===== src/rtl/core/cwdra_pkg.sv =====
// Shared types, codes and constants for the dawn-ramp alarm clock.
// No dependencies; every other file in rtl/core refers to this package.
package cwdra_pkg;

    // Ramp length in steps and calendar limits
    localparam int RAMP_STEPS = 255;
    localparam int SEC_LIMIT  = 60;
    localparam int MIN_LIMIT  = 60;
    localparam int HOUR_LIMIT = 24;
    localparam int DAY_LIMIT  = 8;

    // Configuration port geometry
    localparam int CFG_INDEX_W = 3;
    localparam int CFG_DATA_W  = 7;

    // Request kinds
    typedef enum logic [1:0] {
        KIND_TICK   = 2'd0,
        KIND_CANCEL = 2'd1,
        KIND_LOAD   = 2'd2
    } t_kind;

    // Configuration register indexes
    typedef enum logic [CFG_INDEX_W-1:0] {
        CFG_ALARM_HOUR   = 3'd0,
        CFG_ALARM_MINUTE = 3'd1,
        CFG_RAMP_MINUTES = 3'd2,
        CFG_WEEKDAY_MASK = 3'd3,
        CFG_ALARM_ENABLE = 3'd4
    } t_cfg_index;

    // Configuration registers as one group
    typedef struct packed {
        logic [4:0] alarm_hour;
        logic [5:0] alarm_minute;
        logic [4:0] ramp_minutes;
        logic [6:0] weekday_mask;
        logic       alarm_enable;
    } t_cfg;

    // Time of day and weekday
    typedef struct packed {
        logic [4:0] hour;
        logic [5:0] minute;
        logic [5:0] second;
        logic [2:0] weekday;
    } t_time;

    // A request held in the input register
    typedef struct packed {
        logic [1:0] kind;
        t_time      load;
    } t_req;

    // Seconds per ramp step for every dawn period code:
    // (period * 60 + RAMP_STEPS/2) / RAMP_STEPS, kept to 8 bits
    typedef logic [31:0][7:0] t_step_table;

    function automatic t_step_table build_step_table();
        t_step_table tbl;
        int          i;
        for (i = 0; i < 32; i++) begin
            tbl[i] = 8'((i * 60 + RAMP_STEPS / 2) / RAMP_STEPS);
        end
        return tbl;
    endfunction

    localparam t_step_table STEP_TABLE = build_step_table();

endpackage


===== src/rtl/core/cwdra_time.sv =====
// Timekeeping: second, minute, hour and weekday counters plus the alarm match.
// Depends on cwdra_pkg.
module cwdra_time (
    input  logic                 i_clk,
    input  logic                 i_rst_n,
    input  logic                 i_advance,
    input  logic [1:0]           i_kind,
    input  cwdra_pkg::t_time     i_load,
    input  cwdra_pkg::t_cfg      i_cfg,
    output cwdra_pkg::t_time     o_time_next,
    output logic                 o_alarm_hit
);

    cwdra_pkg::t_time r_time;
    cwdra_pkg::t_time n_time;

    logic [6:0] w_sec_inc;
    logic [6:0] w_min_inc;
    logic [5:0] w_hour_inc;
    logic [3:0] w_day_inc;
    logic       w_sec_wrap;
    logic       w_min_wrap;
    logic       w_hour_wrap;
    logic       w_day_wrap;

    logic [4:0] w_start_hour;
    logic [5:0] w_start_min;
    logic [6:0] w_borrow_min;
    logic [7:0] w_mask_ext;
    logic       w_day_on;
    logic       w_match;

    // Increments, one bit wider so that a loaded out-of-range count still rolls over
    assign w_sec_inc   = {1'b0, r_time.second} + 7'd1;
    assign w_min_inc   = {1'b0, r_time.minute} + 7'd1;
    assign w_hour_inc  = {1'b0, r_time.hour} + 6'd1;
    assign w_day_inc   = {1'b0, r_time.weekday} + 4'd1;
    assign w_sec_wrap  = (w_sec_inc >= 7'(cwdra_pkg::SEC_LIMIT));
    assign w_min_wrap  = (w_min_inc >= 7'(cwdra_pkg::MIN_LIMIT));
    assign w_hour_wrap = (w_hour_inc >= 6'(cwdra_pkg::HOUR_LIMIT));
    assign w_day_wrap  = (w_day_inc >= 4'(cwdra_pkg::DAY_LIMIT));

    // Ramp start time: alarm time less the dawn period, borrowing from the hour
    assign w_borrow_min = 7'd60 - {2'b00, i_cfg.ramp_minutes} + {1'b0, i_cfg.alarm_minute};

    always_comb begin
        if (i_cfg.alarm_minute >= {1'b0, i_cfg.ramp_minutes}) begin
            w_start_hour = i_cfg.alarm_hour;
            w_start_min  = i_cfg.alarm_minute - {1'b0, i_cfg.ramp_minutes};
        end else begin
            w_start_hour = (i_cfg.alarm_hour == 5'd0) ? 5'd23 : (i_cfg.alarm_hour - 5'd1);
            w_start_min  = w_borrow_min[5:0];
        end
    end

    // Weekday zero has no mask bit
    assign w_mask_ext = {i_cfg.weekday_mask, 1'b0};
    assign w_day_on   = w_mask_ext[n_time.weekday];
    assign w_match    = i_cfg.alarm_enable && w_day_on &&
                        (w_start_hour == n_time.hour) && (w_start_min == n_time.minute);

    // Alarm is only checked on a tick that rolls the minute over
    assign o_alarm_hit = (i_kind == cwdra_pkg::KIND_TICK) && w_sec_wrap && w_match;

    // Next time of day
    always_comb begin
        n_time = r_time;
        case (i_kind)
            cwdra_pkg::KIND_TICK: begin
                if (!w_sec_wrap) begin
                    n_time.second = w_sec_inc[5:0];
                end else begin
                    n_time.second = 6'd0;
                    if (!w_min_wrap) begin
                        n_time.minute = w_min_inc[5:0];
                    end else begin
                        n_time.minute = 6'd0;
                        if (!w_hour_wrap) begin
                            n_time.hour = w_hour_inc[4:0];
                        end else begin
                            n_time.hour    = 5'd0;
                            n_time.weekday = w_day_wrap ? 3'd1 : w_day_inc[2:0];
                        end
                    end
                end
            end
            cwdra_pkg::KIND_LOAD: begin
                n_time = i_load;
            end
            default: begin
                n_time = r_time;
            end
        endcase
    end

    assign o_time_next = n_time;

    always_ff @(posedge i_clk) begin
        if (!i_rst_n) begin
            r_time.hour    <= 5'd0;
            r_time.minute  <= 6'd0;
            r_time.second  <= 6'd0;
            r_time.weekday <= 3'd1;
        end else if (i_advance) begin
            r_time <= n_time;
        end
    end

endmodule


===== src/rtl/core/cwdra_ramp.sv =====
// Dawn light ramp: ramp count and seconds-within-step counter.
// Depends on cwdra_pkg; takes the alarm match from cwdra_time.
module cwdra_ramp (
    input  logic       i_clk,
    input  logic       i_rst_n,
    input  logic       i_advance,
    input  logic [1:0] i_kind,
    input  logic       i_alarm_hit,
    input  logic [7:0] i_step_len,
    output logic [7:0] o_ramp_next
);

    logic [7:0] r_ramp;
    logic [7:0] r_step_sec;
    logic [7:0] n_ramp;
    logic [7:0] n_step_sec;
    logic [7:0] w_step_inc;

    assign w_step_inc = r_step_sec + 8'd1;

    // Step the ramp on a tick, then let an alarm start override it
    always_comb begin
        n_ramp     = r_ramp;
        n_step_sec = r_step_sec;
        case (i_kind)
            cwdra_pkg::KIND_TICK: begin
                if (r_ramp != 8'd0) begin
                    if (w_step_inc == i_step_len) begin
                        n_step_sec = 8'd0;
                        n_ramp     = r_ramp - 8'd1;
                    end else begin
                        n_step_sec = w_step_inc;
                    end
                end
                if (i_alarm_hit) begin
                    n_ramp     = 8'(cwdra_pkg::RAMP_STEPS);
                    n_step_sec = 8'd0;
                end
            end
            cwdra_pkg::KIND_CANCEL: begin
                n_ramp     = 8'd0;
                n_step_sec = 8'd0;
            end
            default: begin
                n_ramp     = r_ramp;
                n_step_sec = r_step_sec;
            end
        endcase
    end

    assign o_ramp_next = n_ramp;

    always_ff @(posedge i_clk) begin
        if (!i_rst_n) begin
            r_ramp     <= 8'd0;
            r_step_sec <= 8'd0;
        end else if (i_advance) begin
            r_ramp     <= n_ramp;
            r_step_sec <= n_step_sec;
        end
    end

endmodule


===== src/rtl/core/clock_with_dawn_ramp_alarm_top.sv =====
// Top level of the dawn-ramp alarm clock: request register, configuration
// registers, result register. Depends on cwdra_pkg, cwdra_time and cwdra_ramp.

// Each request (tick, cancel or load) is taken into an input register, its
// state update is computed combinationally, and its result is written into
// the output register when the result register is free. One request per
// cycle is sustained while the result channel does not stall. A stalled
// result holds both registers, after which the input side stalls too. The
// step table for the dawn period is a 32-entry constant lookup. Configuration
// writes take effect on the next edge and should only be issued while idle.
module clock_with_dawn_ramp_alarm_top (
    input  logic                              i_clk,
    input  logic                              i_rst_n,
    // configuration port
    input  logic                              i_cfg_we,
    input  logic [cwdra_pkg::CFG_INDEX_W-1:0] i_cfg_index,
    input  logic [cwdra_pkg::CFG_DATA_W-1:0]  i_cfg_data,
    // request channel
    input  logic                              i_in_valid,
    output logic                              o_in_stall,
    input  logic [1:0]                        i_kind,
    input  logic [4:0]                        i_new_hour,
    input  logic [5:0]                        i_new_minute,
    input  logic [5:0]                        i_new_second,
    input  logic [2:0]                        i_new_weekday,
    // result channel
    output logic                              o_out_valid,
    input  logic                              i_out_stall,
    output logic [4:0]                        o_hour,
    output logic [5:0]                        o_minute,
    output logic [5:0]                        o_second,
    output logic [2:0]                        o_weekday,
    output logic                              o_light_on,
    output logic [7:0]                        o_ramp_level,
    output logic                              o_alarm_started
);

    cwdra_pkg::t_cfg  r_cfg;
    cwdra_pkg::t_req  r_req;
    logic             r_req_valid;
    logic             r_out_valid;
    cwdra_pkg::t_time r_out_time;
    logic [7:0]       r_out_ramp;
    logic             r_out_started;

    logic             w_advance;
    cwdra_pkg::t_time w_time_next;
    logic             w_alarm_hit;
    logic [7:0]       w_ramp_next;
    logic [7:0]       w_step_len;

    // Configuration registers
    always_ff @(posedge i_clk) begin
        if (!i_rst_n) begin
            r_cfg.alarm_hour   <= 5'd7;
            r_cfg.alarm_minute <= 6'd0;
            r_cfg.ramp_minutes <= 5'd15;
            r_cfg.weekday_mask <= 7'd0;
            r_cfg.alarm_enable <= 1'b1;
        end else if (i_cfg_we) begin
            unique case (i_cfg_index)
                cwdra_pkg::CFG_ALARM_HOUR:   r_cfg.alarm_hour   <= i_cfg_data[4:0];
                cwdra_pkg::CFG_ALARM_MINUTE: r_cfg.alarm_minute <= i_cfg_data[5:0];
                cwdra_pkg::CFG_RAMP_MINUTES: r_cfg.ramp_minutes <= i_cfg_data[4:0];
                cwdra_pkg::CFG_WEEKDAY_MASK: r_cfg.weekday_mask <= i_cfg_data[6:0];
                cwdra_pkg::CFG_ALARM_ENABLE: r_cfg.alarm_enable <= i_cfg_data[0];
                default: begin
                end
            endcase
        end
    end

    assign w_step_len = cwdra_pkg::STEP_TABLE[r_cfg.ramp_minutes];

    // Handshake: the held request moves on when the result register is free
    assign w_advance  = r_req_valid && (!r_out_valid || !i_out_stall);
    assign o_in_stall = r_req_valid && !w_advance;

    // Input register
    always_ff @(posedge i_clk) begin
        if (!i_rst_n) begin
            r_req_valid <= 1'b0;
        end else if (!o_in_stall) begin
            r_req_valid <= i_in_valid;
        end
    end

    always_ff @(posedge i_clk) begin
        if (!o_in_stall && i_in_valid) begin
            r_req.kind         <= i_kind;
            r_req.load.hour    <= i_new_hour;
            r_req.load.minute  <= i_new_minute;
            r_req.load.second  <= i_new_second;
            r_req.load.weekday <= i_new_weekday;
        end
    end

    cwdra_time u_time (
        .i_clk       (i_clk),
        .i_rst_n     (i_rst_n),
        .i_advance   (w_advance),
        .i_kind      (r_req.kind),
        .i_load      (r_req.load),
        .i_cfg       (r_cfg),
        .o_time_next (w_time_next),
        .o_alarm_hit (w_alarm_hit)
    );

    cwdra_ramp u_ramp (
        .i_clk       (i_clk),
        .i_rst_n     (i_rst_n),
        .i_advance   (w_advance),
        .i_kind      (r_req.kind),
        .i_alarm_hit (w_alarm_hit),
        .i_step_len  (w_step_len),
        .o_ramp_next (w_ramp_next)
    );

    // Result register
    always_ff @(posedge i_clk) begin
        if (!i_rst_n) begin
            r_out_valid <= 1'b0;
        end else if (w_advance) begin
            r_out_valid <= 1'b1;
        end else if (!i_out_stall) begin
            r_out_valid <= 1'b0;
        end
    end

    always_ff @(posedge i_clk) begin
        if (w_advance) begin
            r_out_time    <= w_time_next;
            r_out_ramp    <= w_ramp_next;
            r_out_started <= w_alarm_hit;
        end
    end

    assign o_out_valid     = r_out_valid;
    assign o_hour          = r_out_time.hour;
    assign o_minute        = r_out_time.minute;
    assign o_second        = r_out_time.second;
    assign o_weekday       = r_out_time.weekday;
    assign o_light_on      = (r_out_ramp != 8'd0);
    assign o_ramp_level    = ~r_out_ramp;
    assign o_alarm_started = r_out_started;

endmodule

===== config.mk =====
export PLATFORM = sky130hd
export DESIGN_NAME = clock_with_dawn_ramp_alarm_top
export DESIGN_NICKNAME = d
export VERILOG_FILES = /design/src/rtl/core/cwdra_pkg.sv /design/src/rtl/core/cwdra_time.sv /design/src/rtl/core/cwdra_ramp.sv /design/src/rtl/core/clock_with_dawn_ramp_alarm_top.sv
export SDC_FILE = /design/constraint.sdc
export NUM_CORES = 1
export LEC_CHECK = 0
export BUFFER_PORTS_ARGS = -buffer_cell sky130_fd_sc_hd__buf_2
export CELL_PAD_IN_SITES_DETAIL_PLACEMENT = 0
export CELL_PAD_IN_SITES_GLOBAL_PLACEMENT = 1
export CORE_ASPECT_RATIO = 0.9
export CORE_MARGIN = 2
export CORE_UTILIZATION = 46
export DETAILED_ROUTE_END_ITERATION = 10
export HOLD_SLACK_MARGIN = 0.1
export MAX_ROUTING_LAYER = met4
export PLACE_DENSITY_LB_ADDON = 0.1
export REMOVE_ABC_BUFFERS = 1
export SETUP_SLACK_MARGIN = 0.2
export SLEW_MARGIN = 15
export SYNTH_ARGS = -nofsm -noshare
export SYNTH_HDL_FRONTEND = slang
export SYNTH_HIERARCHICAL = 1
export SYNTH_SLANG_ARGS = --single-unit
export TNS_END_PERCENT = 1

===== constraint.sdc =====
create_clock -name i_clk -period 5.3 [get_ports i_clk]
set_input_delay 0.53 -clock i_clk [delete_from_list [all_inputs] [get_ports i_clk]]
set_output_delay 0.53 -clock i_clk [all_outputs]
set_load 0.05 [all_outputs]

* After elaboration in Yosys (flattened, before gate mapping) *
Memory sizes are Yosys's and may differ from the RTL's. A register that Yosys moved wholly into a read port is not among the register bits.
Cells that the tools add are included.

word-level totals
  flip-flop bits (word level) = 113
  bits in read-only memories = 256
  input port bits = 37
  output and inout port bits = 32
  logic and storage cells = 107
  memories kept = 1

cells by class
  add/subtract/negate cells = 10
  $lt $le $gt $ge = 7
  equality and inequality tests = 11
  mux-type cells = 28
  bitwise logic cells = 1
  reductions and logical operators = 25

memory list
  name             words  width  rd ports  clocked after memory_dff  write ports  line                                  RTL
  (no name shown)  32     8      1         1                         0            clock_with_dawn_ramp_alarm_top.sv:73  assign w_step_len = cwdra_pkg::STEP_TABLE[r_cfg.ramp_minutes];

operators with widths
  kind                                                               count
  two-way mux 8 bit                                                  7
  one-hot mux 20 bit (2 select lines)                                1
  one-hot mux 8 bit (2 select lines)                                 2
  two-way mux 5 bit                                                  6
  two-way mux 6 bit                                                  3
  nonzero test 8 bit                                                 2
  adder 6 x 1 -> 7 bit, second input constant                        2
  greater-or-equal comparator 7 x 6 -> 1 bit, second input constant  2
  two-way mux 3 bit                                                  4
  two-way mux 11 bit                                                 1
  AND reduction 2 bit                                                5
  adder 8 x 1 -> 8 bit, second input constant                        1
  equality test 8 bit                                                1
  logical AND 1 bit                                                  8
  inverter 8 bit                                                     1
  subtractor 8 x 1 -> 8 bit, second input constant                   1
  adder 5 x 1 -> 6 bit, second input constant                        1
  adder 6 bit                                                        1
  equality test 3 x 2 -> 1 bit, second input constant                2
  equality test 6 bit                                                1
  greater-or-equal comparator 6 x 5 -> 1 bit                         1
  greater-or-equal comparator 6 x 5 -> 1 bit, second input constant  1
  < comparator 5 x 6 -> 1 bit, second input constant                 1
  subtractor 6 x 5 -> 6 bit                                          1
  21 further kinds                                                   26

* Longest topological paths before layout *
  depth in word-level cells = 15
  depth in mapped cells = 18
  gate-level depth less buffers = 17

* Modules after synthesis *
The synthesis kept the hierarchy.

by module, submodules not included
  module                          instances  cells each  area an instance (um^2)  sequential area each (um^2)
  clock_with_dawn_ramp_alarm_top  1          175         2,800.2                  2,112.0
  cwdra_time                      1          343         2,632.5                  400.4
  cwdra_ramp                      1          205         1,589.0                  320.3

* Worst setup path before layout *
OpenSTA, ideal clock, no wires.

  kind = input-to-reg
  from = in i_out_stall
  to = reg u_time/r_time[16] (netlist bit)
  setup time = 128 ps
  data arrival time = 3,967 ps
  required time = 5,172 ps
  slack = 1,205 ps
  cell stages on the path = 5
  path buffers = 2
  cells stage by stage = a21boi_0 -> clkbuf_1 -> buf_1 -> mux2i_1 -> nor2_1

on the way
  cells in the longest elaborated chain, start to end = 3

ends and longest elaborated chain
  item                  line                                  RTL
  start, declared       clock_with_dawn_ramp_alarm_top.sv:28  input logic i_out_stall,
  logical NOT 1 bit     -
  logical OR 1 bit      clock_with_dawn_ramp_alarm_top.sv:76  assign w_advance = r_req_valid && (!r_out_valid || !i_out_stall);
  logical AND 1 bit     clock_with_dawn_ramp_alarm_top.sv:76
  end signal, assigned  cwdra_time.sv:105                     r_time <= n_time;
  end, declared         cwdra_time.sv:14                      cwdra_pkg::t_time r_time;

Every way passes these cells.
A chain may end at the register's enable or synchronous reset.

* Worst setup path in the final report *
  from = reg u_time/r_time[9] (netlist bit)
  to = reg u_ramp.r_step_sec[7]

on the way
  cells in the longest elaborated chain, start to end = 13
  elaborated cells between the ends (all ways) = 20
  classes of those cells = 1 x add/sub; 1 x order compare; 3 x eq/ne; 10 x mux; 5 x reduce/logical

ends and longest elaborated chain
  item                                                                                 line                                  RTL
  adder 6 x 1 -> 7 bit                                                                 cwdra_time.sv:35                      assign w_min_inc = {1'b0, r_time.minute} + 7'd1;
  greater-or-equal comparator 7 x 6 -> 1 bit                                           cwdra_time.sv:39                      assign w_min_wrap = (w_min_inc >= 7'(cwdra_pkg::MIN_LIMIT));
  two-way mux 3 bit                                                                    cwdra_time.sv:74                      if (!w_min_wrap) begin
  two-way mux 3 bit                                                                    cwdra_time.sv:70                      if (!w_sec_wrap) begin
  one-hot mux 20 bit (2 select lines) *                                                cwdra_time.sv:68                      case (i_kind)
  binary-select mux 1 bit (select 3 bit)                                               cwdra_time.sv:58                      assign w_day_on = w_mask_ext[n_time.weekday];
  two-way mux 1 bit (implied by the code)                                              cwdra_time.sv:58
  logical AND 1 bit (2 in series)                                                      cwdra_time.sv:59                      assign w_match = i_cfg.alarm_enable && w_day_on &&
  logical AND 1 bit *                                                                  cwdra_time.sv:60                      (w_start_hour == n_time.hour) && (w_start_min == n_time.minute);
  logical AND 1 bit *                                                                  cwdra_time.sv:63                      assign o_alarm_hit = (i_kind == cwdra_pkg::KIND_TICK) && w_sec_wrap && w_match;
  via w_alarm_hit                                                                      clock_with_dawn_ramp_alarm_top.sv:48  logic w_alarm_hit;
  != test 3 x 2 -> 1 bit (no line) or two-way mux 8 bit (tied branches)                -
  AND reduction 3 bit (no line) or one-hot mux 8 bit (2 select lines) (tied branches)  -
  end signal, assigned                                                                 cwdra_ramp.sv:59                      r_step_sec <= n_step_sec;
  end, declared                                                                        cwdra_ramp.sv:14                      logic [7:0] r_step_sec;

Mark *: on every way through the listed nets, which the timed path passes. The rest lies on a longest branch. The select of a mux whose other input is x is not followed.

==> results_dict.tcl <==
set metrics [dict create \
    cts-root-buf "clkbuf_16" \
    port_buffers 68 \
    cp-startpoint "u_time/r_time[9]" \
    final_nets 845 \
    setup_tns_ps 0 \
    hold_viol 0 \
    rows 42 \
    worst_pin_slew_ps 766 \
    fmax_mhz 240 \
    synth_top_cell_by_area "edfxtp_1" \
    timing.final.ws_setup_ps 1130 \
    post-dp-hpwl_mm 12.3 \
    grt_setup_unrepaired "false" \
    synth_area_leaders "edfxtp_1 (22%), dfxtp_1 (19%), mux2i_1 (5.8%), ha_1 (3.7%), nor2_1 (2.7%)" \
    drive_gt1_share_pct 17.2 \
    drt_iter0_markers 500 \
    cellPowerDensity_mw_per_mm2 280 \
    fin_crit_ps 4170 \
    cp_slowest_stage_delay_ps 610 \
    grt_util_all_layers_pct 22.8 \
    grt_max_degree 59 \
    htreeDepth 4 \
    cp-end-kind "flop" \
    outcome "finished, final reports clean" \
    endpoint "u_ramp/r_step_sec[7]" \
    r2r-end "u_ramp/r_step_sec[7]" \
    start_util_pct 47.4 \
    crit_arrival_ps 4490 \
    start_kind "flop" \
    placed_cell_area_mm2 0.00750 \
    fp.dieW_um 134 \
    maxSlewViolCount 0 \
    grt-ovfl-total 0 \
    vias 5828 \
    async_flop_share_pct 0 \
    multiInputGateArea_mm2 0.00385 \
    io_pins 69 \
    drcViolationCount 0 \
    ys_types 104 \
    postLayoutCellArea_mm2 0.00802 \
    cts.repair.resized 0 \
    area_growth_pct 14.1 \
    irDropWorstVdd_mv 0.239 \
    wl_per_cell_um 17.6 \
    first_pass_iters 5 \
    core_area_mm2 0.0148 \
    seq_area_mm2 0.00283 \
    grt_pass1_vias 5414 \
    diodes 0 \
    clk_pin_slew_ps 50 \
    place_worst_setup_slack_ps 1140 \
    synth-seq-cells 116 \
    path_depth 14 \
    final_util_pct 54.1 \
    synth_top_area_share_pct 21.8 \
    crit_type "reg2reg" \
    synth_cells 723 \
    path_max_fanout 13 \
    detail-route-antenna-nets 0 \
    cp.required_ps 5620 \
    cp_num_buf_inv 1 \
    cap_viol_max_count 0 \
    place.gp.congestion 0.896 \
    post_cts_buffers 0 \
    syn_area_mm2 0.00702 \
    critPathTopFamily "simple AND/OR/NAND/NOR gates" \
    tritoncts "built" \
    ys.warnings.count 6 \
    synth_area_per_cell_um2 9.71 \
    slowest_stage "or4_4" \
    reg2reg_slack_ps 1130 \
    hold_path_class "in2reg" \
    ys_seq_area_share_pct 40.3 \
    yosys.cell_count.top_type "dfxtp_1" \
    cts_buffer_depth 2 \
    synth_commonest_cells "dfxtp_1 (65), edfxtp_1 (51), nor2_1 (51), nand2_1 (50), inv_1 (46)" \
    fin_crit_sh_pct 78.7 \
    synth-main-ff-cell "dfxtp_1" \
    synth_edf_count 51 \
    ff2ff_path_depth 14 \
    die-height_um 121 \
    vias_per_cell 5.86 \
    grt_antenna_before_repair 0 \
    hold_buffers 0 \
    fin_skew_ps 8.15 \
    rr_startpoint "u_time/r_time[9]" \
    insertion_delay_ps 410 \
    cts_buffers 17 \
    p_leak_uw 0.00311 \
    cts.sinks 116 \
    fillers 1389 \
    die-area_mm2 0.0163 \
    final-setup-viol-count 0 \
    grt_pass1_wl_mm 28.3 \
    worstPathCellList "ha_1 > and4b_2 > o211ai_4 > or4_4 > o211ai_2 > and3_1 > mux2_1 > a221oi_2 > nor4b_2 > buf_4 > o41ai_2 > and2_1 > nand2_1 > o211ai_1" \
    slew-limit-headroom_pct 48.3 \
    wl_mm 17.5 \
]
==> worst min path at each step <==
stage | start | endpoint | slack [ps] | cells after the start
after floorplan | r_cfg[0] | r_cfg[0] | 430 | 2
after global placement | r_req_valid | o_out_valid | 490 | 2
after detailed placement | u_ramp/r_step_sec[6] | u_ramp/r_step_sec[6] | 500 | 1
after CTS | i_new_weekday[2] | r_req[2] | 280 | 1
after global routing | i_new_second[0] | r_req[3] | 280 | 1
final | i_new_second[0] | r_req[3] | 300 | 1
==> metrics by stage <==
| stage | power (µW) | hold WS (ps) | std cells |
|---|---|---|---|
| 2_1_floorplan | 1190 | 434 | 690 |
| 3_3_place_gp | 1260 | 494 | 963 |
| 3_5_place_dp | 1270 | 496 | 963 |
| 4_1_cts | 2260 | 280 | 995 |
| 5_1_grt | 2340 | 275 | 995 |
| 6_report | 2240 | 299 | 995 |
==> sequential cells by signal, indices dropped and copies added (netlist names), 3 cells and up <==
signal / cells
r_cfg: 24
r_req: 22
u_time/r_time: 20
r_out_ramp: 8
u_ramp/r_ramp: 8
u_ramp/r_step_sec: 8
o_minute: 6
o_second: 6
o_hour: 5
o_weekday: 3
w_step_len: 3
==> cell usage in the layout, fill, tap and decap left out, types with 10 or more instances in the layout <==
cell type	Yosys	layout
a211oi_1	10	10
mux2i_1	41	41
o21ai_0	23	23
edfxtp_1	51	51
xor2_1	14	14
dfxtp_1	65	65
clkbuf_16	0	17
nand3_1	17	17
a31oi_1	10	10
xnor2_1	17	17
nor2_1	51	51
o211ai_1	11	11
ha_1	21	21
nand4b_1	11	11
nor4_1	12	12
a21oi_1	22	22
nand4_1	13	13
inv_1	46	46
nand2_1	50	50
buf_2	7	68
nor2b_1	22	21
==> power by group <==
part / switching, µW / total, µW / internal [µW]
sequential: 29.9 / 1000 / 973
clock: 393 / 995 / 603
combinational: 161 / 246 / 85.5
==> layer usage <==
metal / GRT usage (%) / vias up / wire length [µm]
met5: - / - / 0
li1: - / 2821 / -
met3: 4.89 / 20 / 1030
met2: 34.1 / 204 / 8020
met4: 7.43 / 0 / 292
met1: 31.1 / 2783 / 8170
==> layout make-up <==
cell class	count	area share (%)
multi-input combinational	526	48.0
sequential	116	35.3
clock buffer	22	5.67
timing repair buffer	75	4.90
tap	198	3.09
inverter	48	2.25
clock inverter	10	0.749
==> cell families (layout without fill, tap and decap cells) <==
kind of cell	count (synthesis)	in the layout	synth area share, %
buf+inv	89	155	5.56
xor+xnor	31	31	3.87
compound gates	173	173	19.0
fa+ha+maj	24	24	4.60
other cells	1	9	0.0534
simple gates	246	246	20.4
flops	116	116	40.3
mux	43	43	6.17
==> worst register-to-register path, delay by kind of cell (launching register included) <==
family | cells | cell delay, ps
AOI/OAI and AO/OA | 5 | 1170
adders and majority gates | 1 | 340
buffers and inverters | 1 | 200
DFF | 1 | 380
muxes | 1 | 360
and+or+nand+nor | 6 | 1650
Power figures use the tool's default switching activity.
